--- config.mk ---
export PLATFORM = sky130hd
export DESIGN_NAME = seven_segment_two_wire_driver_top
export DESIGN_NICKNAME = d
export VERILOG_FILES = /design/src/design/ssd_pkg.sv /design/src/design/ssd_frame_build.sv /design/src/design/seven_segment_two_wire_driver_top.sv
export VERILOG_INCLUDE_DIRS = /design/src /design/src/design
export SDC_FILE = /design/constraint.sdc
export NUM_CORES = 1
export LEC_CHECK = 0
export BUFFER_PORTS_ARGS = -buffer_cell sky130_fd_sc_hd__buf_4
export CAP_MARGIN = 25
export CORE_ASPECT_RATIO = 1.75
export CORE_UTILIZATION = 60
export CTS_CLUSTER_SIZE = 20
export DETAILED_ROUTE_END_ITERATION = 10
export PLACE_DENSITY = 0.89
export SLEW_MARGIN = 20
export SYNTH_ARGS = -nofsm -noshare
export SYNTH_HDL_FRONTEND = slang
export SYNTH_SLANG_ARGS = --single-unit
--- constraint.sdc ---
create_clock -name clk_i -period 8.6 [get_ports clk_i]
set_clock_uncertainty 0.15 [all_clocks]
set_input_delay 0.86 -clock clk_i [delete_from_list [all_inputs] [get_ports clk_i]]
set_output_delay 0.86 -clock clk_i [all_outputs]
set_load 0.01 [all_outputs]
--- src/design/assert_macros.svh ---
// Assertion macros for the top-level design file.
`ifndef ASSERT_MACROS_SVH
`define ASSERT_MACROS_SVH

// Check a property on every rising clock edge; hold off while reset is low.
`define SSD_ASSERT_CLK(lbl, clk, rstn, prop) \
  lbl: assert property (@(posedge clk) disable iff (!rstn) prop) \
    else $error("ssd assertion failed");

// Same check on the default clock and reset of the design.
`define SSD_ASSERT(lbl, prop) \
  `SSD_ASSERT_CLK(lbl, clk_i, rst_ni, prop)

`endif

--- src/design/ssd_pkg.sv ---
// Types, constants and the digit encoder of the two-wire display driver.
package ssd_pkg;

  localparam int unsigned DigitCount = 4;
  localparam int unsigned FrameMax   = DigitCount + 1;
  localparam int unsigned FrameIdxW  = $clog2(FrameMax);

  localparam logic [7:0] CmdAutoInc   = 8'h40;
  localparam logic [7:0] CmdAddrZero  = 8'hC0;
  localparam logic [7:0] CmdDispOff   = 8'h80;
  localparam logic [7:0] CmdDispOn    = 8'h88;
  localparam logic [7:0] ColonBit     = 8'h80;
  localparam logic [7:0] MaxBright    = 8'd8;

  typedef enum logic [1:0] {
    MODE_TICK   = 2'd0,
    MODE_DIGITS = 2'd1,
    MODE_RAW    = 2'd2,
    MODE_BRIGHT = 2'd3
  } mode_e;

  typedef enum logic [3:0] {
    PH_IDLE = 4'd0,
    PH_S0   = 4'd1,
    PH_S1   = 4'd2,
    PH_B0   = 4'd3,
    PH_B1   = 4'd4,
    PH_A0   = 4'd5,
    PH_A1   = 4'd6,
    PH_P0   = 4'd7,
    PH_P1   = 4'd8,
    PH_P2   = 4'd9,
    PH_P3   = 4'd10
  } bus_phase_e;

  typedef logic [FrameMax-1:0][7:0] frame_t;

  // Frame contents and sequencing of one accepted request.
  typedef struct packed {
    frame_t     frame;
    logic [2:0] len;
    logic       two_frames;
  } frame_req_t;

  // Map an ASCII digit to its segment pattern; anything else is blank.
  function automatic logic [7:0] seg_code(input logic [7:0] ch);
    logic [7:0] s;
    unique case (ch)
      8'h30:   s = 8'h3f;
      8'h31:   s = 8'h06;
      8'h32:   s = 8'h5b;
      8'h33:   s = 8'h4f;
      8'h34:   s = 8'h66;
      8'h35:   s = 8'h6d;
      8'h36:   s = 8'h7d;
      8'h37:   s = 8'h07;
      8'h38:   s = 8'h7f;
      8'h39:   s = 8'h6f;
      default: s = 8'h00;
    endcase
    return s;
  endfunction

endpackage

--- src/design/ssd_frame_build.sv ---
// Builds the frame bytes and frame sequencing for one display or brightness request.
module ssd_frame_build import ssd_pkg::*; (
  input  mode_e      mode_i,
  input  logic [7:0] byte0_i,
  input  logic [7:0] byte1_i,
  input  logic [7:0] byte2_i,
  input  logic [7:0] byte3_i,
  input  logic       colon_on_i,
  output frame_req_t req_o
);

  logic [3:0][7:0] chars;
  logic [7:0]      level;

  assign chars = {byte3_i, byte2_i, byte1_i, byte0_i};

  always_comb begin
    level     = byte0_i;
    req_o     = '0;
    if (mode_i == MODE_BRIGHT) begin
      // Clamp to the top step; zero turns the display off.
      if (level > MaxBright) begin
        level = MaxBright;
      end
      if (byte0_i == 8'd0) begin
        req_o.frame[0] = CmdDispOff;
      end else begin
        req_o.frame[0] = CmdDispOn | {5'd0, 3'(level - 8'd1)};
      end
      req_o.len        = 3'd1;
      req_o.two_frames = 1'b0;
    end else begin
      req_o.frame[0] = CmdAddrZero;
      for (int i = 0; i < DigitCount; i++) begin
        if (i < 4) begin
          if (mode_i == MODE_RAW) begin
            req_o.frame[i+1] = chars[2'(i)];
          end else begin
            req_o.frame[i+1] = seg_code(chars[2'(i)]);
            if (i == 1) begin
              req_o.frame[i+1][7] = colon_on_i;
            end
          end
        end
      end
      req_o.len        = 3'(FrameMax);
      req_o.two_frames = 1'b1;
    end
  end

endmodule

--- src/design/seven_segment_two_wire_driver_top.sv ---
// Top level of the two-wire seven-segment display driver.
//
// Usage:
//   s_axis carries one item per handshake: tuser holds the mode (tick, show
//   digit characters, show raw segments, set brightness), tdata the four
//   digit bytes and the colon flag. Every accepted item yields exactly one
//   result item on m_axis with the bus line levels after that item, a busy
//   flag and whether the item's request was taken.
//   A request arriving while a frame sequence runs is dropped (not taken).
//   Tick items advance the bus by one phase every phase_ticks ticks; a
//   display request sends the 0x40 frame and then 0xC0 plus the digits.
//   The cfg channel writes phase_ticks (zero acts as one); write it only
//   while idle. cfg_ready_o is always high.
// Timing:
//   The result is registered. Throughput is one item per cycle while tready
//   is high: the bus state updates in one pass of short logic at accept.
//   A result register plus a one-item skid register decouple the sides, so
//   tready stays high while a single result waits; once both hold a result
//   the input stalls until m_axis drains.
// Reset:
//   rst_ni clears the sequencer to idle with both lines high, phase_ticks
//   to one and empties the output registers.
module seven_segment_two_wire_driver_top import ssd_pkg::*; (
  input  logic        clk_i,
  input  logic        rst_ni,
  // cfg write channel: phase_ticks
  input  logic        cfg_valid_i,
  output logic        cfg_ready_o,
  input  logic [15:0] cfg_data_i,
  // input items
  input  logic        s_axis_tvalid,
  output logic        s_axis_tready,
  input  logic [39:0] s_axis_tdata,  // byte0[7:0] byte1[15:8] byte2[23:16] byte3[31:24]
                                     // colon_on[32], zero fill [39:33]
  input  logic [1:0]  s_axis_tuser,  // mode[1:0]
  // result items
  output logic        m_axis_tvalid,
  input  logic        m_axis_tready,
  output logic [7:0]  m_axis_tdata   // clk_level[0] dio_level[1] busy_res[2]
                                     // request_taken[3], zero fill [7:4]
);

  `include "assert_macros.svh"

  // Configuration
  logic [15:0] phase_ticks_q;
  logic [15:0] period;

  assign cfg_ready_o = 1'b1;

  always_ff @(posedge clk_i or negedge rst_ni) begin
    if (!rst_ni) begin
      phase_ticks_q <= 16'd1;
    end else if (cfg_valid_i && cfg_ready_o) begin
      phase_ticks_q <= cfg_data_i;
    end
  end

  assign period = (phase_ticks_q == 16'd0) ? 16'd1 : phase_ticks_q;

  // Input decode
  logic       in_acc;
  mode_e      mode;
  frame_req_t req;

  assign mode   = mode_e'(s_axis_tuser);
  assign in_acc = s_axis_tvalid && s_axis_tready;

  ssd_frame_build u_frame_build (
    .mode_i     (mode),
    .byte0_i    (s_axis_tdata[7:0]),
    .byte1_i    (s_axis_tdata[15:8]),
    .byte2_i    (s_axis_tdata[23:16]),
    .byte3_i    (s_axis_tdata[31:24]),
    .colon_on_i (s_axis_tdata[32]),
    .req_o      (req)
  );

  // Bus sequencer state
  bus_phase_e  phase_q, phase_d;
  frame_t      store_q, store_d;
  logic [2:0]  len_q, len_d;
  logic        second_q, second_d;
  logic [2:0]  byte_pos_q, byte_pos_d;
  logic [2:0]  bit_pos_q, bit_pos_d;
  logic [15:0] prescale_q, prescale_d;
  logic        clk_line_q, clk_line_d;
  logic        dio_line_q, dio_line_d;

  logic        taken;
  logic        adv;
  logic        entering;
  logic [15:0] cnt_inc;
  logic [2:0]  cur_len;
  logic [7:0]  cur_byte;
  logic        cur_bit;

  assign cnt_inc = prescale_q + 16'd1;
  assign cur_len = second_q ? 3'd1 : len_q;

  // Next phase: tick counting, request start, phase advance.
  always_comb begin
    phase_d    = phase_q;
    store_d    = store_q;
    len_d      = len_q;
    second_d   = second_q;
    byte_pos_d = byte_pos_q;
    bit_pos_d  = bit_pos_q;
    prescale_d = prescale_q;
    taken      = 1'b0;
    adv        = 1'b0;
    if (in_acc) begin
      if (mode == MODE_TICK) begin
        if (phase_q != PH_IDLE) begin
          if (cnt_inc >= period) begin
            adv = 1'b1;
          end else begin
            prescale_d = cnt_inc;
          end
        end
      end else if (phase_q == PH_IDLE) begin
        taken      = 1'b1;
        store_d    = req.frame;
        len_d      = req.len;
        second_d   = req.two_frames;
        byte_pos_d = 3'd0;
        bit_pos_d  = 3'd0;
        phase_d    = PH_S0;
      end
    end
    if (adv) begin
      unique case (phase_q)
        PH_S0: phase_d = PH_S1;
        PH_S1: begin
          byte_pos_d = 3'd0;
          bit_pos_d  = 3'd0;
          phase_d    = PH_B0;
        end
        PH_B0: phase_d = PH_B1;
        PH_B1: begin
          if (bit_pos_q < 3'd7) begin
            bit_pos_d = bit_pos_q + 3'd1;
            phase_d   = PH_B0;
          end else begin
            bit_pos_d = 3'd0;
            phase_d   = PH_A0;
          end
        end
        PH_A0: phase_d = PH_A1;
        PH_A1: begin
          byte_pos_d = byte_pos_q + 3'd1;
          phase_d    = (byte_pos_d < cur_len) ? PH_B0 : PH_P0;
        end
        PH_P0: phase_d = PH_P1;
        PH_P1: phase_d = PH_P2;
        PH_P2: phase_d = PH_P3;
        PH_P3: begin
          byte_pos_d = 3'd0;
          bit_pos_d  = 3'd0;
          if (second_q) begin
            second_d = 1'b0;
            phase_d  = PH_S0;
          end else begin
            phase_d  = PH_IDLE;
          end
        end
        default: phase_d = PH_IDLE;
      endcase
    end
    entering = adv || taken;
    if (entering) begin
      prescale_d = 16'd0;
    end
  end

  // Data bit of the phase being entered.
  always_comb begin
    if (second_d) begin
      cur_byte = CmdAutoInc;
    end else if (32'(byte_pos_d) < FrameMax) begin
      cur_byte = store_q[byte_pos_d[FrameIdxW-1:0]];
    end else begin
      cur_byte = 8'd0;
    end
    cur_bit = cur_byte[bit_pos_d];
  end

  // Line levels: set when a phase begins, else hold.
  always_comb begin
    clk_line_d = clk_line_q;
    dio_line_d = dio_line_q;
    if (entering) begin
      unique case (phase_d)
        PH_S0: begin clk_line_d = 1'b1; dio_line_d = 1'b1;    end
        PH_S1: begin clk_line_d = 1'b1; dio_line_d = 1'b0;    end
        PH_B0: begin clk_line_d = 1'b0; dio_line_d = cur_bit; end
        PH_B1: begin clk_line_d = 1'b1; dio_line_d = cur_bit; end
        PH_A0: clk_line_d = 1'b0;
        PH_A1: clk_line_d = 1'b1;
        PH_P0: clk_line_d = 1'b0;
        PH_P1: begin clk_line_d = 1'b0; dio_line_d = 1'b0;    end
        PH_P2: begin clk_line_d = 1'b1; dio_line_d = 1'b0;    end
        PH_P3: begin clk_line_d = 1'b1; dio_line_d = 1'b1;    end
        default: begin clk_line_d = 1'b1; dio_line_d = 1'b1;  end
      endcase
    end
  end

  always_ff @(posedge clk_i or negedge rst_ni) begin
    if (!rst_ni) begin
      phase_q    <= PH_IDLE;
      len_q      <= 3'd0;
      second_q   <= 1'b0;
      byte_pos_q <= 3'd0;
      bit_pos_q  <= 3'd0;
      prescale_q <= 16'd0;
      clk_line_q <= 1'b1;
      dio_line_q <= 1'b1;
    end else begin
      phase_q    <= phase_d;
      len_q      <= len_d;
      second_q   <= second_d;
      byte_pos_q <= byte_pos_d;
      bit_pos_q  <= bit_pos_d;
      prescale_q <= prescale_d;
      clk_line_q <= clk_line_d;
      dio_line_q <= dio_line_d;
    end
  end

  // Frame bytes carry no reset; every read entry is written first.
  always_ff @(posedge clk_i) begin
    store_q <= store_d;
  end

  // Result register with one-item skid stage
  logic [7:0] res;
  logic [7:0] out_data_q, out_data_d;
  logic [7:0] skid_data_q, skid_data_d;
  logic       out_valid_q, out_valid_d;
  logic       skid_valid_q, skid_valid_d;
  logic       out_acc;
  logic       out_free;

  assign res = {4'd0, taken, (phase_d != PH_IDLE), dio_line_d, clk_line_d};

  assign s_axis_tready = !skid_valid_q;
  assign m_axis_tvalid = out_valid_q;
  assign m_axis_tdata  = out_data_q;
  assign out_acc       = out_valid_q && m_axis_tready;
  assign out_free      = !out_valid_q || out_acc;

  always_comb begin
    out_data_d   = out_data_q;
    skid_data_d  = skid_data_q;
    out_valid_d  = out_valid_q;
    skid_valid_d = skid_valid_q;
    if (skid_valid_q) begin
      // Input is stalled; move the waiting item up once there is room.
      if (out_free) begin
        out_data_d   = skid_data_q;
        out_valid_d  = 1'b1;
        skid_valid_d = 1'b0;
      end
    end else if (in_acc) begin
      if (out_free) begin
        out_data_d  = res;
        out_valid_d = 1'b1;
      end else begin
        skid_data_d  = res;
        skid_valid_d = 1'b1;
      end
    end else if (out_acc) begin
      out_valid_d = 1'b0;
    end
  end

  always_ff @(posedge clk_i or negedge rst_ni) begin
    if (!rst_ni) begin
      out_valid_q  <= 1'b0;
      skid_valid_q <= 1'b0;
    end else begin
      out_valid_q  <= out_valid_d;
      skid_valid_q <= skid_valid_d;
    end
  end

  always_ff @(posedge clk_i) begin
    out_data_q  <= out_data_d;
    skid_data_q <= skid_data_d;
  end

  // Checks
  `SSD_ASSERT(a_idle_lines_high, (phase_q == PH_IDLE) |-> (clk_line_q && dio_line_q))
  `SSD_ASSERT(a_req_starts, (in_acc && (mode != MODE_TICK) && (phase_q == PH_IDLE)) |=> (phase_q == PH_S0))
  `SSD_ASSERT(a_skid_behind_out, skid_valid_q |-> out_valid_q)
  `SSD_ASSERT(a_idle_tick_holds, (in_acc && (mode == MODE_TICK) && (phase_q == PH_IDLE)) |=> (phase_q == PH_IDLE))

endmodule

==> summary by stage, run 1 <==
STA
The number of hold violations in the final report is 0. On the final layout, the worst hold slack is around 0.32 ns. For the pin with the worst max-slew slack, the measured transition is 0.979 ns. The number of slew-limit violations in the final report came to 0. The worst path uses 66.7% of the clock period. Setup repair after global routing left no endpoint under its margin.

The peak clock frequency supported by timing is 174 MHz. The final sum of negative setup slack is 0 ns. Setup violations remaining at the end of the flow were counted as 0. The worst slew slack as a fraction of its limit is 34.6%. The final critical-path required period is roughly 5.7 ns.

Power and ir drop
In this run, the combinational gates consume around 14% of the power. The power per standard cell area is between 150 and 200 nW/µm². Net switching is between 20% and 30% of the power.

Summing internal, switching and leakage power gives 913 µW. The leakage power figure is 0.00244 µW. The switching power is about 230 µW. The share of total power dissipated in sequential elements is about 46%.

The internal power summed over all cells is a little under 700 µW. The clock network accounts for between 40 and 50% of the total power. The worst ir drop on vdd is around 0.00016 V.

Route
The ratio of routed vias to standard cells is 6.43. The antenna violation net count after detailed routing is 0. For this run, design rule violations remaining after detail routing come to 0.

The detailed-route wire length is 11,200 µm. The detailed-routing iteration count for the pre-antenna-repair pass is 7. The detailed router finished its first iteration with approximately 390 violations. After detailed routing, the average wire length per cell comes to about 17 µm. The final route contains 4,182 vias.

Die
The initial standard-cell utilization of the core is just over 60%. 74 I/O pins were placed. The vertical die dimension is approximately 120 µm. The floorplan row count is 43. The region available for standard cell placement spans between 7000 and 8000 µm². The area enclosed by the die boundary is 8530 µm².

The die boundary width is ~70 µm.

Clock tree
For the worst-skew pair, the clock arrives at the later sink with an insertion delay of roughly 0.34 ns. Clock tree synthesis inserted a total of 9 buffers. The number of clock sinks seen by CTS is between 70 and 80. The maximum number of buffers from clock root to sink is 2. The root buffer cell chosen for the clock tree is sky130_fd_sc_hd__clkbuf_16. The level count of the clock H-tree is 3. The number of post-CTS setup repair buffers is 0. TritonCTS built the clock tree. The number of gates resized after cts is 0. After clock tree synthesis, the clock-pin slew on the worst setup and hold paths is 0.06 ns. Buffers inserted to repair hold after CTS numbered 0.

Setup path
Among all stages on the critical path, the largest delay is contributed by sky130_fd_sc_hd__a31oi_2. The most numerous cell type found on the critical path is sky130_fd_sc_hd__and3_1. The signal on the critical path passes through and3_1 > nand3_1 > nor2_1 > and3_1 > and3_1 > nand3_1 > xnor2_1 > ha_1 > nand4_1 > nor3_1 > nor3_1 > a31oi_2 > a211o_1 > and2_1 > inv_2 > o31ai_2 > a22oi_1 > a22oi_1 > a2bb2oi_2 > nand2b_1. The nature of the critical path startpoint is a register.

Of all nets on the critical path, the largest fanout is 16. On the worst path, the slowest cell contributes a delay of around 0.67 ns. The endpoint kind of the worst setup timing path is a register. STA puts the critical path data arrival time at roughly 5.7 ns.

The number of buffers and inverters on the critical path is 1. The setup path with the least slack is of type register to register. At the worst endpoint, the required time is 8.53 ns. Grouping stages by cell kind, the critical path spends the most delay in simple AND/OR/NAND/NOR gates.

Synth
The portion of the post-synthesis area used by sequential elements is between 40% and 50%. Yosys printed 0 warnings. The post-synthesis instance total is approximately 520.

Among all flip-flop cells after synthesis, the most frequent one is sky130_fd_sc_hd__dfrtp_1. Yosys mapped a number of flops with a built-in enable equal to 29. The synthesized flop and latch total is between 70 and 80.

The synthesized area per cell is approximately 9.4 µm². In the synthesized netlist the async set-or-reset flop fraction comes to a little over three fifths. The cell area after synthesis is a little under 5000 µm². Synthesis instantiated between 70 and 80 different standard cells from the library.

Cells and area
The growth of design area from synthesis to finish is 13.1%. The post-route netlist has about 16% of its cells at a drive strength greater than 1. The count of nets after finishing is around 640. The number of cells in the finished layout apart from fillers is 650. The antenna cell count is 0.

Global route
The initial antenna violation count is 0. The global routing usage summed across all routing layers is 27.6%. The global-route congestion overflow total is 0. The via count of the first global-routing pass is around 4,000. The pin count of the biggest net entering global routing is 50.

The first global-routing pass estimated about 18,000 µm of wire.

Placement
The congestion estimate from routability-driven global placement came to between 0.9 and 1. The detailed-placement wirelength estimate is slightly above 8000 µm. The number of instances in the placed design is 634. Buffers placed on the I/O ports in this run total 45.

Min path
The tightest min-delay check is of the register to register type.

Status
The flow ran to the end, and the final reports show no timing, DRC or antenna violations.

Flow run
Max-cap violations in this run came to 0.
logic make-up after synthesis:
group,count (synthesis),synth area share [%]
AND/OR/NAND/NOR,169,17.8
AO/OA/AOI/OAI,157,22.3
flip-flops,78,42.9
buffers and inverters,66,5.83
adder cells (fa/ha/maj),21,5.37
XOR/XNOR,19,3.40
multiplexers,10,2.15
other,2,0.153
cells in the mapped netlist, types with 5 or more instances:
master / instances / area, µm²
sky130_fd_sc_hd__nand2b_1: 8 / 50.1
sky130_fd_sc_hd__mux2i_1: 6 / 60.1
sky130_fd_sc_hd__xor2_1: 11 / 96.3
sky130_fd_sc_hd__a32o_1: 15 / 150
sky130_fd_sc_hd__buf_4: 7 / 52.6
sky130_fd_sc_hd__dfrtp_1: 46 / 1150
sky130_fd_sc_hd__nor3_1: 12 / 60.1
sky130_fd_sc_hd__o21ai_0: 50 / 250
sky130_fd_sc_hd__o22ai_1: 8 / 50.1
sky130_fd_sc_hd__nand2_1: 48 / 180
sky130_fd_sc_hd__nand3_1: 14 / 70.1
sky130_fd_sc_hd__nor2b_1: 5 / 31.3
sky130_fd_sc_hd__ha_1: 21 / 263
sky130_fd_sc_hd__and3_1: 7 / 43.8
sky130_fd_sc_hd__clkbuf_1: 18 / 67.6
sky130_fd_sc_hd__xnor2_1: 8 / 70.1
sky130_fd_sc_hd__a21oi_1: 30 / 150
sky130_fd_sc_hd__nor4_1: 8 / 50.1
sky130_fd_sc_hd__a22o_1: 6 / 52.6
sky130_fd_sc_hd__inv_1: 35 / 131
sky130_fd_sc_hd__nor2_1: 37 / 139
sky130_fd_sc_hd__edfxtp_1: 29 / 871
metal layers:
metal / wire length, µm / share of wire [%] / track usage (%)
met5: 0 / 0 / 0
met4: 506 / 4.5 / 17.4
met3: 555 / 4.9 / 5.90
met2: 6150 / 55 / 50.5
met1: 4030 / 36 / 27.5
final timing paths:
check	start	to	slack (ns)	depth (start not counted)
setup reg to reg	prescale_q[0]$_DFFE_PN0P_	skid_data_q[1]$_DFFE_PP_	2.86	20
min in group asynchronous	rst_ni	byte_pos_q[0]$_DFF_PN0_	0.37	1
setup / recovery	prescale_q[0]$_DFFE_PN0P_	skid_data_q[1]$_DFFE_PP_	2.86	20
hold / removal	len_q[0]$_DFFE_PN0P_	len_q[0]$_DFFE_PN0P_	0.32	1
max in group asynchronous	rst_ni	phase_ticks_q[14]$_DFFE_PN0P_	7.48	1
hold reg to reg	len_q[0]$_DFFE_PN0P_	len_q[0]$_DFFE_PN0P_	0.32	1
layout by cell type (no fill, tap or decap), types with 4 or more instances in the layout:
| cell | count |
|---|---|
| sky130_fd_sc_hd__inv_1 | 35 |
| sky130_fd_sc_hd__nor2_1 | 37 |
| sky130_fd_sc_hd__a22oi_1 | 4 |
| sky130_fd_sc_hd__mux2_2 | 4 |
| sky130_fd_sc_hd__o21ai_0 | 50 |
| sky130_fd_sc_hd__ha_1 | 21 |
| sky130_fd_sc_hd__conb_1 | 5 |
| sky130_fd_sc_hd__nor2b_1 | 5 |
| sky130_fd_sc_hd__xor2_1 | 11 |
| sky130_fd_sc_hd__xnor2_1 | 8 |
| sky130_fd_sc_hd__and3_1 | 7 |
| sky130_fd_sc_hd__mux2i_1 | 6 |
| sky130_fd_sc_hd__and2_1 | 4 |
| sky130_fd_sc_hd__nor4_1 | 7 |
| sky130_fd_sc_hd__a22o_1 | 6 |
| sky130_fd_sc_hd__nand2b_1 | 8 |
| sky130_fd_sc_hd__buf_4 | 48 |
| sky130_fd_sc_hd__dfrtp_1 | 46 |
| sky130_fd_sc_hd__a21oi_1 | 30 |
| sky130_fd_sc_hd__a31oi_1 | 4 |
| sky130_fd_sc_hd__nand2_1 | 48 |
| sky130_fd_sc_hd__edfxtp_1 | 29 |
| sky130_fd_sc_hd__clkbuf_16 | 9 |
| sky130_fd_sc_hd__o21a_1 | 4 |
| sky130_fd_sc_hd__nand3_1 | 14 |
| sky130_fd_sc_hd__nor3_1 | 12 |
| sky130_fd_sc_hd__a32o_1 | 15 |
| sky130_fd_sc_hd__o22ai_1 | 8 |
area by class of cell:
cell class	instances	area (µm²)
Multi-Input combinational cell	381	2530
Fill cell	559	2380
Sequential cell	78	2100
Timing Repair Buffer	48	360
Clock buffer	9	225
Inverter	37	139
Tap cell	90	113
Clock inverter	7	65.1
sequential cells by signal, indices dropped and copies added, names as in the netlist:
name	count
store_q	21
phase_ticks_q	16
prescale_q	16
m_axis_tdata	4
phase_q	4
skid_data_q	4
bit_pos_q	3
byte_pos_q	3
len_q	2
clk_line_q	1
dio_line_q	1
m_axis_tvalid	1
second_q	1
skid_valid_q	1
power by group through the flow:
stage / clock (µW) / combinational (µW) / sequential, µW
after floorplan: 0 / 83.5 / 423
after global placement: 0 / 117 / 425
after detailed placement: 0 / 125 / 426
after CTS: 373 / 127 / 419
after global routing: 388 / 140 / 421
final: 367 / 126 / 419
metrics by stage:
step,worst slack [ns],util (%),instance area [µm²]
final,2.86,70.0,5530
after global routing,2.54,70.0,5530
after CTS,2.93,70.0,5530
after detailed placement,3.04,66.3,5240
after global placement,3.16,66.3,5240
after floorplan,4.12,-,4900
No activity file was read; power rests on OpenSTA's default activity.
==> inputs of run 2 (changes only) <==
- CORE_UTILIZATION: 60 -> 58
- PLACE_DENSITY: 0.89 -> 0.87
- clock period: 8.6 -> 5.66 ns (I/O delays scaled with it)
==> run 2 against run 1 <==
Effect of this change: non-clock buffer count is 9 higher; clock-buffer cell count is 4 higher; worst setup slack worse by 2.6 ns; sequential power is 53% higher.
==> summary by stage, run 2 (same netlist as run 1, synthesis figures left out) <==
Cells and area
Registers with the most flip-flops: store_q: 21 flops, phase_ticks_q: 16 flops, prescale_q: 16 flops (unchanged). The number of filler instances in the final layout is 621 (was 559). The number of flip-flops under the largest register name is 21 (unchanged). The sequential standard cell area is 2100 µm² (unchanged).

The antenna cell count is 0 (unchanged). Leading cell types in the layout, fill and taps excluded: sky130_fd_sc_hd__buf_4, sky130_fd_sc_hd__o21ai_0, sky130_fd_sc_hd__nand2_1, sky130_fd_sc_hd__dfrtp_1, sky130_fd_sc_hd__nor2_1 (was sky130_fd_sc_hd__o21ai_0, sky130_fd_sc_hd__nand2_1, sky130_fd_sc_hd__buf_4, sky130_fd_sc_hd__dfrtp_1, sky130_fd_sc_hd__nor2_1). The largest register by flop count was store_q (unchanged).

The proportion of layout cells with a drive suffix above 1 was 18.3% (was 16.3%). The most common library cell in the layout ignoring fill and taps is sky130_fd_sc_hd__buf_4 (was sky130_fd_sc_hd__o21ai_0). The growth of design area from synthesis to finish is 15.5% (was 13.1%).

The count of nets after finishing was 648 (was 639). The area used by multi-input combinational logic is 2560 µm² (was 2530 µm²).

Die
The area enclosed by the die boundary was 8820 µm² (was 8530 µm²). The vertical die dimension came to 124 µm (was 121 µm). The initial standard-cell utilization of the core was 59.3% (was 61.9%).

The number of I/O pins came to 74 (unchanged). The area of the core is 8260 µm² (was 7910 µm²). The floorplan row count is 44 (was 43). The die boundary width came to 71.4 µm (was 70.3 µm).

STA
RSZ-0062 raised after global routing: no (unchanged). The peak clock frequency supported by timing is 185 MHz (was 174 MHz). The worst slew slack as a fraction of its limit is 37.3% (was 34.6%). The number of hold violations in the final report is 0 (unchanged).

The total setup violations reported at the end of the flow is 0 (unchanged). The fraction of the cycle the final worst path needs was 95.3% (was 66.7%). The transition at the pin with the smallest max-transition slack is 0.939 ns (was 0.979 ns). The final sum of negative setup slack is 0 ns (unchanged).

The final critical-path required period is 5.39 ns (was 5.74 ns). The number of slew-limit violations in the final report is 0 (unchanged).

Clock tree
The clock edge transition at the registers on the reported setup and hold paths is 0.06 ns (about the same). The clock tree from TritonCTS was done (unchanged). The maximum number of buffers from clock root to sink is 2 (unchanged). The level count of the clock H-tree is 3 (unchanged). The insertion delay of the later-clocked pin in the worst-skew pair is 0.35 ns (was 0.34 ns). The number of clock sinks seen by CTS came to 78 (unchanged). The hold buffer count at cts is 0 (unchanged). The buffer type at the clock tree root was sky130_fd_sc_hd__clkbuf_16 (unchanged).

The number of buffers created by CTS is 9 (unchanged).

Global route
The via count of the first global-routing pass came to 4,298 (was 4,065). The initial antenna violation count was 0 (unchanged). The global-route congestion overflow total is 0 (unchanged). The pin count of the biggest net entering global routing is 50 (unchanged).

The first-pass GRT wire length is 19,200 µm (was 18,200 µm). The global routing usage summed across all routing layers is 28.4% (was 27.6%).

Setup path
The highest cell delay on the worst timing path came to 0.43 ns (was 0.67 ns). The path type of the worst setup path is register to register (unchanged). The nature of the critical path startpoint is a register (unchanged). Cells along the critical path: ha_1 > nand3_1 > nor2_1 > and3_1 > and3_1 > nand3_1 > xnor2_1 > ha_1 > nand4_1 > nor3_4 > nand2_1 > a31oi_4 > buf_4 > a21oi_1 > o311ai_4 > mux2i_1 > nand3_1 > nor3_1 > a2bb2oi_2 > a2bb2oi_1 (was and3_1 > nand3_1 > nor2_1 > and3_1 > and3_1 > nand3_1 > xnor2_1 > ha_1 > nand4_1 > nor3_1 > nor3_1 > a31oi_2 > a211o_1 > and2_1 > inv_2 > o31ai_2 > a22oi_1 > a22oi_1 > a2bb2oi_2 > nand2b_1). The maximum fanout encountered on the critical timing path came to 9 (was 16). The cell type of the slowest stage on the worst timing path is sky130_fd_sc_hd__dfrtp_1 (was sky130_fd_sc_hd__a31oi_2). The endpoint required time on the critical path is 5.70 ns (was 8.53 ns).

The cell with the most instances on the worst path is sky130_fd_sc_hd__nand3_1 (was sky130_fd_sc_hd__and3_1). The endpoint kind of the worst setup timing path is a register (unchanged). The endpoint arrival time on the critical path is 5.43 ns (was 5.67 ns).

Route
The total vias in the final route is 4,249 (was 4,182). The ratio of routed vias to standard cells is 6.43 (about the same). The detailed-routing iteration count for the pre-antenna-repair pass was 6 (was 7). The detailed-route wire length was 12,100 µm (was 11,200 µm). The number of remaining DRC errors was 0 (unchanged). The starting DRC count in detailed routing is 377 (was 393). The routed wirelength normalized by instance count is 18.2 µm (was 17.3 µm). The antenna violation net count after detailed routing came to 0 (unchanged).

Power and ir drop
The worst ir drop on vdd is 0.000178 V (was 0.000163 V). The power per standard cell area is 254 nW/µm² (was 165 nW/µm²). The total power is 1430 µW (was 913 µW). The switching power is 355 µW (was 230 µW). The internal power summed over all cells is 1080 µW (was 683 µW).

The power share of the clock group came to 41.9% (was 40.2%). The sequential group share of total power was 44.5% (was 45.9%). The leakage power figure is 0.00251 µW (was 0.00244 µW). The switching part of the total power came to 24.7% (was 25.2%).

The power share of the combinational group was 13.5% (was 13.9%).

Placement
The placer congestion estimate came to 0.899 (was 0.928). The detailed-placement wirelength estimate is 8770 µm (was 8120 µm). The total of buffers placed on input and output ports is 45 (unchanged).

Min path
The type of the tightest min-delay check was input port to async pin (was register to register).

Status
Result of the run: complete, no violations (unchanged).

Flow run
The max-capacitance violation count is 0 (unchanged).
==> run 2: power groups by stage <==
stage | clock network (µW) | registers (µW) | logic, µW
finish | 602 | 639 | 194
global route | 625 | 641 | 218
floorplan | 0 | 642 | 127
CTS | 610 | 638 | 192
global placement | 0 | 645 | 180
detailed placement | 0 | 648 | 190
==> run 2: cell type report <==
cell class                      count  share of cell area (%)
Sequential cell                    78                    37.2
Inverter                           37                    2.46
Multi-Input combinational cell    381                    45.3
Timing Repair Buffer               57                    7.52
Clock buffer                       13                    4.80
Clock inverter                      3                   0.752
Tap cell                           92                    2.04
==> run 2: layer usage <==
metal	global-route usage (%)	part of all wire, %
met1	26.8	35
met2	55.2	56
met3	5.05	4.1
met4	17.4	4.1
met5	0	0
==> run 2: worst paths after layout <==
| kind | startpoint | to | slack [ns] | depth (start not counted) |
|---|---|---|---|---|
| max | prescale_q[0]$_DFFE_PN0P_ | m_axis_tdata[1]$_DFFE_PP_ | 0.27 | 20 |
| min | rst_ni | prescale_q[0]$_DFFE_PN0P_ | 0.1 | 1 |
| max reg2reg | prescale_q[0]$_DFFE_PN0P_ | m_axis_tdata[1]$_DFFE_PP_ | 0.27 | 20 |
| min reg2reg | len_q[0]$_DFFE_PN0P_ | len_q[0]$_DFFE_PN0P_ | 0.35 | 1 |
| max in group asynchronous | rst_ni | skid_valid_q$_DFF_PN0_ | 4.83 | 1 |
| min in group clk_i | cfg_data_i[13] | phase_ticks_q[13]$_DFFE_PN0P_ | 0.28 | 3 |
==> run 2: what timing repair did <==
| item | CTS | global route |
|---|---|---|
| endpoints found under the setup margin | 0 | 4 |
| resized for setup | 0 | 7 |
| setup buffers | 0 | 3 |
==> run 2: worst max-delay path, delay by kind of cell (launching register included) <==
family                     cells  cell delay [ns]
and+or+nand+nor               10             2.34
AOI/OAI and AO/OA              5             1.14
adders and majority gates      2             0.44
DFF                            1             0.43
xor gates and xnor gates       1             0.32
muxes                          1             0.25
buffers and inverters          1             0.17
==> run 2: metrics by stage <==
step / hold slack [ns] / utilization [%] / cell area [µm²] / setup WS [ns] / cells
after detailed placement: 0.335 / 64.0 / 5280 / 0.148 / 641
after global routing: 0.150 / 68.5 / 5650 / 0.0334 / 661
after CTS: 0.118 / 67.8 / 5600 / 0.0597 / 657
after global placement: 0.318 / 64.0 / 5280 / 0.466 / 641
final: 0.0961 / 68.5 / 5650 / 0.267 / 661
after floorplan: 0.120 / - / 4900 / 1.18 / 525
